## src/hw/rtl/hsl2rgb_pkg.sv

```systemverilog
// Shared types, constants and helpers for the HSL to RGB converter.
// No dependencies; every other file of the block imports this package.
`default_nettype none

package hsl2rgb_pkg;

  // Width of one output color channel.
  localparam int CH_W = 8;

  // Hue sector, floor(6 * hue): which channel carries chroma, X or zero.
  typedef enum logic [2:0] {
    SECT_RY = 3'd0,  // red chroma, green X
    SECT_YG = 3'd1,  // green chroma, red X
    SECT_GC = 3'd2,  // green chroma, blue X
    SECT_CB = 3'd3,  // blue chroma, green X
    SECT_BM = 3'd4,  // blue chroma, red X
    SECT_MR = 3'd5   // red chroma, blue X
  } sector_t;

  // Clip a channel that reached exactly 1.0 (256) to full scale.
  function automatic logic [CH_W-1:0] sat_chan(input logic [CH_W:0] v);
    sat_chan = v[CH_W] ? {CH_W{1'b1}} : v[CH_W-1:0];
  endfunction

endpackage

`default_nettype wire

```

## src/hw/rtl/hsl2rgb_ifs.sv

```systemverilog
// Handshake channel interfaces of the HSL to RGB converter.
// Depends on hsl2rgb_pkg for the channel width.
`default_nettype none

interface hsl2rgb_hsl_if #(
  parameter int FRAC_BITS = 12
);
  logic                 valid;
  logic                 ready;
  logic [FRAC_BITS-1:0] hue;
  logic [FRAC_BITS:0]   saturation;
  logic [FRAC_BITS:0]   lightness;

  modport source  (output valid, hue, saturation, lightness, input ready);
  modport sink    (input valid, hue, saturation, lightness, output ready);
  modport monitor (input valid, ready, hue, saturation, lightness);
endinterface

interface hsl2rgb_rgb_if
  import hsl2rgb_pkg::*;
();
  logic            valid;
  logic            ready;
  logic [CH_W-1:0] red;
  logic [CH_W-1:0] green;
  logic [CH_W-1:0] blue;

  modport source  (output valid, red, green, blue, input ready);
  modport sink    (input valid, red, green, blue, output ready);
  modport monitor (input valid, ready, red, green, blue);
endinterface

`default_nettype wire

```

## src/hw/rtl/hsl2rgb_front.sv

```systemverilog
// Stage 1: clamp inputs, form 1 - |2L - 1| and the hue sector and triangle factor.
// Depends on hsl2rgb_pkg.
`default_nettype none

module hsl2rgb_front
  import hsl2rgb_pkg::*;
#(
  parameter int FRAC_BITS = 12
) (
  input  wire                  clk,
  input  wire                  rst_n,
  input  wire                  up_valid,
  output logic                 up_ready,
  input  wire  [FRAC_BITS-1:0] hue,
  input  wire  [FRAC_BITS:0]   saturation,
  input  wire  [FRAC_BITS:0]   lightness,
  output logic                 dn_valid,
  input  wire                  dn_ready,
  output logic [FRAC_BITS:0]   om_dist,
  output logic [FRAC_BITS:0]   sat_c,
  output logic [FRAC_BITS:0]   light_c,
  output sector_t              sector,
  output logic [FRAC_BITS:0]   factor
);

  localparam logic [FRAC_BITS:0]   ONE  = {1'b1, {FRAC_BITS{1'b0}}};
  localparam logic [FRAC_BITS+1:0] ONE2 = {2'b01, {FRAC_BITS{1'b0}}};

  logic                 valid_r;
  logic [FRAC_BITS:0]   om_r, sat_r, light_r, factor_r;
  sector_t              sector_r;

  logic [FRAC_BITS:0]   s_c, l_c, tdist, om_nxt, factor_nxt;
  logic [FRAC_BITS+1:0] twol, ldev;
  logic [FRAC_BITS+2:0] h6;
  logic [FRAC_BITS:0]   t;

  always_comb begin
    s_c  = (saturation > ONE) ? ONE : saturation;
    l_c  = (lightness > ONE) ? ONE : lightness;
    twol = {l_c, 1'b0};
    ldev = (twol >= ONE2) ? (twol - ONE2) : (ONE2 - twol);
    om_nxt = ONE - ldev[FRAC_BITS:0];
    // 6 * hue as 4h + 2h; sector is the integer part, t the part mod 2.
    h6 = {1'b0, hue, 2'b00} + {2'b00, hue, 1'b0};
    t  = h6[FRAC_BITS:0];
    tdist = (t >= ONE) ? (t - ONE) : (ONE - t);
    factor_nxt = ONE - tdist;
  end

  assign up_ready = !valid_r || dn_ready;

  always_ff @(posedge clk) begin
    if (!rst_n) begin
      valid_r <= 1'b0;
    end else if (up_ready) begin
      valid_r <= up_valid;
    end
  end

  always_ff @(posedge clk) begin
    if (up_ready && up_valid) begin
      om_r     <= om_nxt;
      sat_r    <= s_c;
      light_r  <= l_c;
      sector_r <= sector_t'(h6[FRAC_BITS+2:FRAC_BITS]);
      factor_r <= factor_nxt;
    end
  end

  assign dn_valid = valid_r;
  assign om_dist  = om_r;
  assign sat_c    = sat_r;
  assign light_c  = light_r;
  assign sector   = sector_r;
  assign factor   = factor_r;

endmodule

`default_nettype wire

```

## src/hw/rtl/hsl2rgb_chroma.sv

```systemverilog
// Stages 2 and 3: chroma product, then X product with the m and chroma + m sums.
// Depends on hsl2rgb_pkg.
`default_nettype none

module hsl2rgb_chroma
  import hsl2rgb_pkg::*;
#(
  parameter int FRAC_BITS = 12
) (
  input  wire                    clk,
  input  wire                    rst_n,
  input  wire                    up_valid,
  output logic                   up_ready,
  input  wire  [FRAC_BITS:0]     om_dist,
  input  wire  [FRAC_BITS:0]     sat_c,
  input  wire  [FRAC_BITS:0]     light_c,
  input  sector_t                sector,
  input  wire  [FRAC_BITS:0]     factor,
  output logic                   dn_valid,
  input  wire                    dn_ready,
  output logic [3*FRAC_BITS:0]   xprod,
  output logic [2*FRAC_BITS+1:0] cplus,
  output logic [2*FRAC_BITS+1:0] mval,
  output sector_t                sector_o
);

  // Stage 2 registers
  logic                   v2_r;
  logic [2*FRAC_BITS:0]   cn_r;
  logic [FRAC_BITS:0]     l2_r, f2_r;
  sector_t                sec2_r;
  logic                   rdy2;

  // Stage 3 registers
  logic                   v3_r;
  logic [3*FRAC_BITS:0]   xp_r;
  logic [2*FRAC_BITS+1:0] cp_r, mv_r;
  sector_t                sec3_r;
  logic                   rdy3;

  logic [2*FRAC_BITS+1:0] cn_full;
  logic [3*FRAC_BITS+1:0] xp_full;
  logic [2*FRAC_BITS+1:0] lsh, cn_ext;

  // chroma over one^2: (1 - |2L - 1|) * S, never above one^2
  assign cn_full = om_dist * sat_c;

  // X over one^3 takes cn * factor; m and chroma + m over 2*one^2
  assign xp_full = cn_r * f2_r;
  assign lsh     = {l2_r, {(FRAC_BITS + 1){1'b0}}};
  assign cn_ext  = {1'b0, cn_r};

  assign rdy3     = !v3_r || dn_ready;
  assign rdy2     = !v2_r || rdy3;
  assign up_ready = rdy2;

  always_ff @(posedge clk) begin
    if (!rst_n) begin
      v2_r <= 1'b0;
      v3_r <= 1'b0;
    end else begin
      if (rdy2) v2_r <= up_valid;
      if (rdy3) v3_r <= v2_r;
    end
  end

  always_ff @(posedge clk) begin
    if (rdy2 && up_valid) begin
      cn_r   <= cn_full[2*FRAC_BITS:0];
      l2_r   <= light_c;
      f2_r   <= factor;
      sec2_r <= sector;
    end
    if (rdy3 && v2_r) begin
      xp_r   <= xp_full[3*FRAC_BITS:0];
      cp_r   <= lsh + cn_ext;
      mv_r   <= lsh - cn_ext;
      sec3_r <= sec2_r;
    end
  end

  assign dn_valid = v3_r;
  assign xprod    = xp_r;
  assign cplus    = cp_r;
  assign mval     = mv_r;
  assign sector_o = sec3_r;

endmodule

`default_nettype wire

```

## src/hw/rtl/hsl2rgb_out.sv

```systemverilog
// Stage 4: scale chroma, X and zero plus m to bytes, clip, place by sector.
// Depends on hsl2rgb_pkg for sector codes and the clip helper.
`default_nettype none

module hsl2rgb_out
  import hsl2rgb_pkg::*;
#(
  parameter int FRAC_BITS = 12
) (
  input  wire                    clk,
  input  wire                    rst_n,
  input  wire                    up_valid,
  output logic                   up_ready,
  input  wire  [3*FRAC_BITS:0]   xprod,
  input  wire  [2*FRAC_BITS+1:0] cplus,
  input  wire  [2*FRAC_BITS+1:0] mval,
  input  sector_t                sector,
  output logic                   dn_valid,
  input  wire                    dn_ready,
  output logic [CH_W-1:0]        red,
  output logic [CH_W-1:0]        green,
  output logic [CH_W-1:0]        blue
);

  logic                   valid_r;
  logic [CH_W-1:0]        red_r, green_r, blue_r;
  logic [CH_W-1:0]        red_nxt, green_nxt, blue_nxt;
  logic [3*FRAC_BITS+1:0] xsum;
  logic [CH_W-1:0]        c_ch, x_ch, m_ch;

  always_comb begin
    xsum = {xprod, 1'b0} + {mval, {FRAC_BITS{1'b0}}};
    c_ch = sat_chan(cplus[2*FRAC_BITS+1 -: CH_W+1]);
    m_ch = sat_chan(mval[2*FRAC_BITS+1 -: CH_W+1]);
    x_ch = sat_chan(xsum[3*FRAC_BITS+1 -: CH_W+1]);
    case (sector)
      SECT_RY: begin red_nxt = c_ch; green_nxt = x_ch; blue_nxt = m_ch; end
      SECT_YG: begin red_nxt = x_ch; green_nxt = c_ch; blue_nxt = m_ch; end
      SECT_GC: begin red_nxt = m_ch; green_nxt = c_ch; blue_nxt = x_ch; end
      SECT_CB: begin red_nxt = m_ch; green_nxt = x_ch; blue_nxt = c_ch; end
      SECT_BM: begin red_nxt = x_ch; green_nxt = m_ch; blue_nxt = c_ch; end
      default: begin red_nxt = c_ch; green_nxt = m_ch; blue_nxt = x_ch; end
    endcase
  end

  assign up_ready = !valid_r || dn_ready;

  always_ff @(posedge clk) begin
    if (!rst_n) begin
      valid_r <= 1'b0;
    end else if (up_ready) begin
      valid_r <= up_valid;
    end
  end

  always_ff @(posedge clk) begin
    if (up_ready && up_valid) begin
      red_r   <= red_nxt;
      green_r <= green_nxt;
      blue_r  <= blue_nxt;
    end
  end

  assign dn_valid = valid_r;
  assign red      = red_r;
  assign green    = green_r;
  assign blue     = blue_r;

endmodule

`default_nettype wire

```

## src/hw/rtl/hsl_to_rgb_converter_core.sv

```systemverilog
// HSL to RGB converter top level: four-stage pipeline, one item per clock while the output is not stalled.
// The two multipliers are each one stage.
// Reset (rst_n low, synchronous) clears every stage valid bit; data holds.
// Depends on hsl2rgb_pkg, hsl2rgb_ifs, hsl2rgb_front, hsl2rgb_chroma, hsl2rgb_out.
`default_nettype none

module hsl_to_rgb_converter_core
  import hsl2rgb_pkg::*;
#(
  // Fraction bits of hue, saturation and lightness (8 to 16).
  parameter int FRAC_BITS = 12
) (
  input wire                  clk,
  input wire                  rst_n,
  hsl2rgb_hsl_if.sink         in_pix,
  hsl2rgb_rgb_if.source       out_pix
);

  // Stage 1 -> stage 2
  logic                   s1_valid, s1_ready;
  logic [FRAC_BITS:0]     s1_om, s1_sat, s1_light, s1_factor;
  sector_t                s1_sector;

  // Stage 3 -> stage 4
  logic                   s3_valid, s3_ready;
  logic [3*FRAC_BITS:0]   s3_xprod;
  logic [2*FRAC_BITS+1:0] s3_cplus, s3_mval;
  sector_t                s3_sector;

  // Stage 1: clamp saturation and lightness to 1.0, wrap hue to one turn,
  // and split 6 * hue into its sector and the triangle factor 1 - |H' mod 2 - 1|.
  hsl2rgb_front #(
    .FRAC_BITS (FRAC_BITS)
  ) u_front (
    .clk        (clk),
    .rst_n      (rst_n),
    .up_valid   (in_pix.valid),
    .up_ready   (in_pix.ready),
    .hue        (in_pix.hue),
    .saturation (in_pix.saturation),
    .lightness  (in_pix.lightness),
    .dn_valid   (s1_valid),
    .dn_ready   (s1_ready),
    .om_dist    (s1_om),
    .sat_c      (s1_sat),
    .light_c    (s1_light),
    .sector     (s1_sector),
    .factor     (s1_factor)
  );

  // Stages 2 and 3: chroma = (1 - |2L - 1|) * S, then chroma * factor for X.
  // All terms are kept exact; nothing is rounded before the final shift.
  hsl2rgb_chroma #(
    .FRAC_BITS (FRAC_BITS)
  ) u_chroma (
    .clk      (clk),
    .rst_n    (rst_n),
    .up_valid (s1_valid),
    .up_ready (s1_ready),
    .om_dist  (s1_om),
    .sat_c    (s1_sat),
    .light_c  (s1_light),
    .sector   (s1_sector),
    .factor   (s1_factor),
    .dn_valid (s3_valid),
    .dn_ready (s3_ready),
    .xprod    (s3_xprod),
    .cplus    (s3_cplus),
    .mval     (s3_mval),
    .sector_o (s3_sector)
  );

  // Stage 4: truncate each of chroma + m, X + m and m to a byte, clip 1.0 to
  // full scale, and route them to red, green and blue by sector. This stage
  // is also the output register, so a stalled result never blocks new input
  // while an earlier stage has room.
  hsl2rgb_out #(
    .FRAC_BITS (FRAC_BITS)
  ) u_out (
    .clk      (clk),
    .rst_n    (rst_n),
    .up_valid (s3_valid),
    .up_ready (s3_ready),
    .xprod    (s3_xprod),
    .cplus    (s3_cplus),
    .mval     (s3_mval),
    .sector   (s3_sector),
    .dn_valid (out_pix.valid),
    .dn_ready (out_pix.ready),
    .red      (out_pix.red),
    .green    (out_pix.green),
    .blue     (out_pix.blue)
  );

endmodule

`default_nettype wire

```

## src/flat_wrapper.sv

```systemverilog
// flat-port wrapper written by rule: the top's interface ports become plain ports
module hsl_to_rgb_converter_core_flat import hsl2rgb_pkg::*;
#(
                                                              
  parameter int FRAC_BITS = 12
)
  (clk, rst_n, in_pix_valid, in_pix_hue, in_pix_saturation, in_pix_lightness, in_pix_ready, out_pix_valid, out_pix_red, out_pix_green, out_pix_blue, out_pix_ready);
  hsl2rgb_hsl_if #(.FRAC_BITS(FRAC_BITS)) in_pix_i ();
  hsl2rgb_rgb_if out_pix_i ();
  input wire clk;
  input wire rst_n;
  input wire logic [$bits(in_pix_i.valid)-1:0] in_pix_valid;
  input wire logic [$bits(in_pix_i.hue)-1:0] in_pix_hue;
  input wire logic [$bits(in_pix_i.saturation)-1:0] in_pix_saturation;
  input wire logic [$bits(in_pix_i.lightness)-1:0] in_pix_lightness;
  output wire logic [$bits(in_pix_i.ready)-1:0] in_pix_ready;
  output wire logic [$bits(out_pix_i.valid)-1:0] out_pix_valid;
  output wire logic [$bits(out_pix_i.red)-1:0] out_pix_red;
  output wire logic [$bits(out_pix_i.green)-1:0] out_pix_green;
  output wire logic [$bits(out_pix_i.blue)-1:0] out_pix_blue;
  input wire logic [$bits(out_pix_i.ready)-1:0] out_pix_ready;
  assign in_pix_i.valid = in_pix_valid;
  assign in_pix_i.hue = in_pix_hue;
  assign in_pix_i.saturation = in_pix_saturation;
  assign in_pix_i.lightness = in_pix_lightness;
  assign in_pix_ready = in_pix_i.ready;
  assign out_pix_valid = out_pix_i.valid;
  assign out_pix_red = out_pix_i.red;
  assign out_pix_green = out_pix_i.green;
  assign out_pix_blue = out_pix_i.blue;
  assign out_pix_i.ready = out_pix_ready;
  hsl_to_rgb_converter_core #(.FRAC_BITS(FRAC_BITS)) u_core (.clk(clk), .rst_n(rst_n), .in_pix(in_pix_i), .out_pix(out_pix_i));
endmodule
```

## config.mk

```make
export PLATFORM = sky130hd
export DESIGN_NAME = hsl_to_rgb_converter_core_flat
export DESIGN_NICKNAME = d
export VERILOG_FILES = /design/src/hw/rtl/hsl2rgb_pkg.sv /design/src/hw/rtl/hsl2rgb_ifs.sv /design/src/hw/rtl/hsl2rgb_front.sv /design/src/hw/rtl/hsl2rgb_chroma.sv /design/src/hw/rtl/hsl2rgb_out.sv /design/src/hw/rtl/hsl_to_rgb_converter_core.sv /design/src/flat_wrapper.sv
export SDC_FILE = /design/constraint.sdc
export NUM_CORES = 1
export LEC_CHECK = 0
export BUFFER_PORTS_ARGS = -buffer_cell sky130_fd_sc_hd__clkbuf_2
export CAP_MARGIN = 25
export CORE_UTILIZATION = 65
export DETAILED_ROUTE_END_ITERATION = 10
export PLACE_DENSITY = 0.83
export SLEW_MARGIN = 20
export SYNTH_ARGS = -nofsm -noshare
export SYNTH_HDL_FRONTEND = slang
export SYNTH_SLANG_ARGS = --single-unit
```

## constraint.sdc

```tcl
create_clock -name clk -period 7.8 [get_ports clk]
set_clock_uncertainty 0.15 [all_clocks]
set_input_delay 0.39 -clock clk [delete_from_list [all_inputs] [get_ports clk]]
set_output_delay 0.39 -clock clk [all_outputs]
set_load 0.005 [all_outputs]
```

==> out/results.ini, run 1 <==
[outcome]
status = finished, violations left
violations = DRC

[timing]
finalCriticalPeriod_ns = 6.71
tightest_slew_ns = 0.911
slew_viol_final = 0
clock.fmax_ghz = 0.149
finalHoldViolCount = 0
rsz0062_at_grt = false
relSlewSlack_pct = 39.3
setup_tns_ns = 0
finalSetupViolCount = 0
fin_crit_sh_pct = 86.0

[clock_tree]
insertion_delay_ns = 0.46
cts_max_level = 4
cts_setup_buffers = 0
path_clk_slew_ns = 0.07
hold_buffers = 0
cts_buffers = 17
cts_num_sinks = 194
cts_tree = yes
cts-root-buf = clkbuf_16
clockBufferDepth = 2
ctsResizeCount = 0

[detailed_routing]
routed_wl_mm = 50.4
vias = 16900
routedWlPerCell_um = 17.2
antenna_left = 0
viasPerCell = 5.78
drt_iter0_drc = 1250
post-route-drc-count = 5
dr.pass1.iters = 8

[synth]
netlist_area_mm2 = 0.0237
yosysUniqueCellTypes = 68
synth_commonest_cells = inv_1 (474), nand2_1 (347), fa_1 (328)
yosys_warnings = 0
synth_cells = 2465
synth_top_area_cell = fa_1
yosys.area.top_type_share_pct = 27.7
synth-seq-area-share_pct = 24.4
synth_flop_cell = edfxtp_1
async_flop_share_pct = 0
yosys-top-cells-area = fa_1 (28%), edfxtp_1 (24%), ha_1 (12%), inv_1 (7.5%), nand2_1 (5.5%)
synth_seq_cells = 194
syn_avg_cell_area_um2 = 9.63
synth-edff-count = 190
synth_most_common_cell = inv_1
synth_nets = 3055

[global_route]
grt_pass1_vias = 18100
grt_pass1_wl_mm = 84.7
grt_overflow = 0
antenna_found_initial = 1
grt_max_degree = 63
grt.total_usage_pct = 29.0

[layout]
nNetsFinal = 3044
synthToLayoutAreaGrowth_pct = 5.04
antennaDiodeCount = 0
drive_gt1_share_pct = 4.90

[setup_path]
path_cells = nand2_1, fa_1, inv_1, fa_1, fa_1, fa_1, inv_1, fa_1, inv_1, ha_1, a21oi_1, o21ai_0, a211o_1, o211ai_1, a21oi_1, o21ai_0, o21ai_1, a221o_1, a21oi_1, xnor2_1
startpoint = u_core.u_chroma.f2_r[7]
rr_worst_depth = 20
cp-endpoint = u_core.u_chroma.xprod[36]
critPathArrivalTime_ns = 6.77
critical_path_class = reg -> reg
critPathSlowestCell = edfxtp_1
ff2ff_setup_slack_ns = 1.09
r2r_end = u_core.u_chroma.xprod[36]
path_common_cell = fa_1
crit_path_end_kind = flop
cp-start-kind = flop
worstPathMaxFanout = 24
critical_path_required_ns = 7.86
cpPeakStageDelay_ns = 0.93
reg2reg_from = u_core.u_chroma.f2_r[7]

[placement]
hpwl_mm = 40.0
portBuffers = 67
gp_congestion = 0.916

[worst_hold_path]
min_path_type = in -> reg

[floorplan]
rows = 69
io_pins = 68
die_h_um = 193
start_util_pct = 66.4
design.die.area_mm2 = 0.0373
die_w_um = 193
core_area_mm2 = 0.0357

[job]
maxCapViolCount = 0

metrics by stage:
step | util, % | hold slack [ns] | cells | cell area [um^2] | worst slack (ns)
2_1_floorplan | - | 0.250 | 2465 | 23700 | 1.92
3_3_place_gp | 68.1 | 0.253 | 2896 | 24300 | 1.32
3_5_place_dp | 68.1 | 0.255 | 2896 | 24300 | 1.20
4_1_cts | 69.7 | 0.00641 | 2928 | 24900 | 1.15
5_1_grt | 69.8 | 0.0168 | 2928 | 24900 | 0.814
6_report | 69.8 | 0.0209 | 2928 | 24900 | 1.09
kinds of logic (layout without fill, tap and decap cells):
| family | after synthesis | in the layout | share of synthesized area [%] |
|---|---|---|---|
| buffers and inverters | 576 | 578 | 9.15 |
| multiplexers | 4 | 4 | 0.169 |
| flip-flops | 194 | 194 | 24.4 |
| AND/OR/NAND/NOR | 743 | 743 | 14.8 |
| AO/OA/AOI/OAI | 278 | 278 | 7.78 |
| XOR/XNOR | 122 | 122 | 4.50 |
| adder cells (fa/ha/maj) | 548 | 548 | 39.3 |
cell type report:
type	instances	area (um^2)
Inverter	475	1780
Sequential cell	194	5790
Clock buffer	19	443
Tap cell	461	577
Timing Repair Buffer	71	365
Fill cell	2568	10800
Clock inverter	13	151
Multi-Input combinational cell	1695	15800
how the worst min path moves through the flow:
| stage | slack [ns] | start | cells after the start | end |
|---|---|---|---|---|
| 6_report | 0.02 | rst_n | 2 | u_core.u_chroma.dn_valid |
| 4_1_cts | 0.006 | rst_n | 2 | u_core.u_chroma.dn_valid |
| 3_3_place_gp | 0.25 | u_core.u_front.light_c[1] | 0 | u_core.u_chroma.l2_r[1] |
| 5_1_grt | 0.02 | rst_n | 2 | u_core.u_chroma.dn_valid |
| 2_1_floorplan | 0.25 | u_core.u_front.factor[10] | 0 | u_core.u_chroma.f2_r[10] |
| 3_5_place_dp | 0.25 | u_core.u_front.light_c[6] | 0 | u_core.u_chroma.l2_r[6] |
registers in the layout, summed over array words and instances (netlist names), 11 cells and up:
register and flops:
u_core.u_chroma.cn_r 24, u_core.u_chroma.f2_r 12, u_core.u_chroma.l2_r 13, u_core.u_chroma.mval 25, u_core.u_chroma.xprod 25, u_core.u_front.factor 12
u_core.u_front.light_c 13, u_core.u_front.om_dist 11, u_core.u_front.sat_c 13
critical path: cells and delay by family (launching register included):
family                   cells  cell delay [ns]
AO/OA/AOI/OAI                9             1.95
XOR/XNOR                     1             0.08
AND/OR/NAND/NOR              1             0.18
flip-flops                   1             0.93
adder cells (fa/ha/maj)      6             3.01
buffers and inverters        3             0.15
metal layers:
layer	GRT usage, %	vias to the layer above	share of wire, %
met3	6.06	134	8.5
met1	36.9	8257	40
met4	10.4	0	2.6
li1	-	7764	-
met5	0	-	0
met2	49.2	755	49
cell usage in the layout (no fill, tap or decap), types with 8 or more instances in the layout:
master,instances
xor2_1,40
fa_1,328
o21ai_1,12
inv_1,474
a31oi_1,16
xnor2_1,81
a221oi_1,9
nor2_1,100
o21a_1,16
edfxtp_1,190
a21oi_1,72
nand4_1,8
o31ai_1,8
nor2b_1,32
clkbuf_2,67
o21ai_0,45
and2_1,142
nand2_1,347
a211oi_1,8
nand3_1,16
nor3_1,36
nand2b_1,25
a21o_1,21
o221ai_1,8
ha_1,220
o21bai_1,13
clkbuf_16,17
Power of run 1 is not shown: default switching activity piles up to over one toggle a cycle in this logic, so the estimate is an artifact.
==> run 2: changes to the inputs <==
--- a/config.mk
+++ b/config.mk
@@ -9,6 +9,7 @@
 export CAP_MARGIN = 25
 export CORE_UTILIZATION = 65
 export DETAILED_ROUTE_END_ITERATION = 10
+export MAX_ROUTING_LAYER = met4
 export PLACE_DENSITY = 0.83
 export SLEW_MARGIN = 20
 export SYNTH_ARGS = -nofsm -noshare
==> out/results.ini, run 2 (same netlist as run 1, synthesis figures left out) <==
[outcome]
status = finished, violations left
violations = DRC

[setup_path]
critical_path_required_ns = 7.87  ; about the same
worstPathMaxFanout = 23  ; -4.2%
critical_path_class = reg -> reg
critPathArrivalTime_ns = 6.83  ; +0.06 ns
cp-start-kind = flop
crit_path_end_kind = flop

[detailed_routing]
drt_iter0_drc = 1062  ; -15%
viasPerCell = 5.73  ; -0.82%
routed_wl_mm = 49.6  ; -1.7%
dr.pass1.iters = 8  ; unchanged
antenna_left = 0  ; unchanged
routedWlPerCell_um = 16.9  ; -1.7%
post-route-drc-count = 5  ; unchanged
vias = 16800  ; -0.82%

[clock_tree]
cts_max_level = 4  ; unchanged
insertion_delay_ns = 0.47  ; about the same
cts-root-buf = clkbuf_16
path_clk_slew_ns = 0.08  ; about the same
clockBufferDepth = 2  ; unchanged
hold_buffers = 0  ; unchanged
cts_setup_buffers = 0  ; unchanged
cts_tree = yes
ctsResizeCount = 0  ; unchanged
cts_num_sinks = 194  ; unchanged
cts_buffers = 17  ; unchanged

[layout]
layout_common_cells = inv_1 (474), nand2_1 (347), fa_1 (328), ha_1 (220), edfxtp_1 (190)
nNetsFinal = 3044  ; unchanged
synthToLayoutAreaGrowth_pct = 4.94  ; about the same
antennaDiodeCount = 0  ; unchanged
drive_gt1_share_pct = 4.95  ; +0.041 points
final_common_cell = inv_1

[global_route]
grt_pass1_wl_mm = 82.5  ; -2.6%
grt_max_degree = 63  ; unchanged
antenna_found_initial = 0  ; -1
grt_overflow = 0  ; unchanged
grt.total_usage_pct = 29.2  ; +0.18 points
grt_pass1_vias = 17500  ; -3.3%

[placement]
gp_congestion = 0.922  ; +0.65%
portBuffers = 67  ; unchanged
hpwl_mm = 39.5  ; -1.2%

[timing]
slew_viol_final = 0  ; unchanged
rsz0062_at_grt = false
clock.fmax_ghz = 0.148  ; -0.80%
finalHoldViolCount = 0  ; unchanged
fin_crit_sh_pct = 86.7  ; +0.70 points
tightest_slew_ns = 0.942  ; +0.0310 ns
finalSetupViolCount = 0  ; unchanged
finalCriticalPeriod_ns = 6.77  ; +0.0544 ns
relSlewSlack_pct = 37.2  ; -2.1 points
setup_tns_ns = 0  ; unchanged

[floorplan]
die_h_um = 193  ; unchanged
design.die.area_mm2 = 0.0373  ; unchanged
io_pins = 68  ; unchanged
rows = 69  ; unchanged
start_util_pct = 66.4  ; unchanged
core_area_mm2 = 0.0357  ; unchanged
die_w_um = 193  ; unchanged

[job]
maxCapViolCount = 0  ; unchanged

[worst_hold_path]
min_path_type = in -> reg

[run 2: layer usage]
layer	vias up	share of wire, %	global-route usage [%]
met5	-	0	-
met4	0	1.9	9.13
met3	86	7.1	4.02
met2	701	49	48.5
met1	8229	42	37.2
li1	7756	-	-
[run 2: worst max-delay path: stages, from the launching register on]
cell,delay (ns)
edfxtp_1,0.81
nand2_1,0.20
fa_1,0.59
inv_1,0.05
ha_1,0.29
fa_1,0.51
inv_1,0.05
fa_1,0.52
inv_1,0.05
fa_1,0.45
ha_1,0.34
nand4b_1,0.12
o21bai_1,0.09
a2111oi_2,0.62
o41a_1,0.32
a21oi_1,0.14
o21ai_0,0.32
o21ai_1,0.18
a221o_1,0.40
a21oi_1,0.22
xnor2_1,0.08
[run 2: stage by stage]
| step | hold slack [ns] | setup slack, ns | util (%) | cell area, um^2 | cells |
|---|---|---|---|---|---|
| detailed placement | 0.255 | 1.14 | 68.1 | 24300 | 2896 |
| finish | 0.0205 | 1.03 | 69.7 | 24900 | 2928 |
| floorplan | 0.250 | 1.92 | - | 23700 | 2465 |
| CTS | 0.00682 | 1.13 | 69.7 | 24900 | 2928 |
| global route | 0.0126 | 0.816 | 69.7 | 24900 | 2928 |
| global placement | 0.254 | 1.33 | 68.1 | 24300 | 2896 |
[run 2: area by class of cell]
class / count / area, um^2
clock buffers: 17 / 425
clock inverters: 15 / 146
fillers: 2611 / 10800
inverters: 475 / 1780
multi-input cells: 1695 / 15800
flip-flops and latches: 194 / 5790
well taps: 461 / 577
repair buffers: 71 / 365
[run 2: path summary, 6_finish.rpt]
| kind | from | to | slack, ns | cells after the start |
|---|---|---|---|---|
| hold / removal | rst_n | u_core.u_chroma.dn_valid | 0.02 | 2 |
| setup / recovery | u_core.u_chroma.f2_r[1] | u_core.u_chroma.xprod[36] | 1.03 | 20 |
| hold reg to reg | u_core.u_front.light_c[4] | u_core.u_chroma.l2_r[4] | 0.27 | 0 |
| setup reg to reg | u_core.u_chroma.f2_r[1] | u_core.u_chroma.xprod[36] | 1.03 | 20 |
Power of run 2 is left out for the same reason.
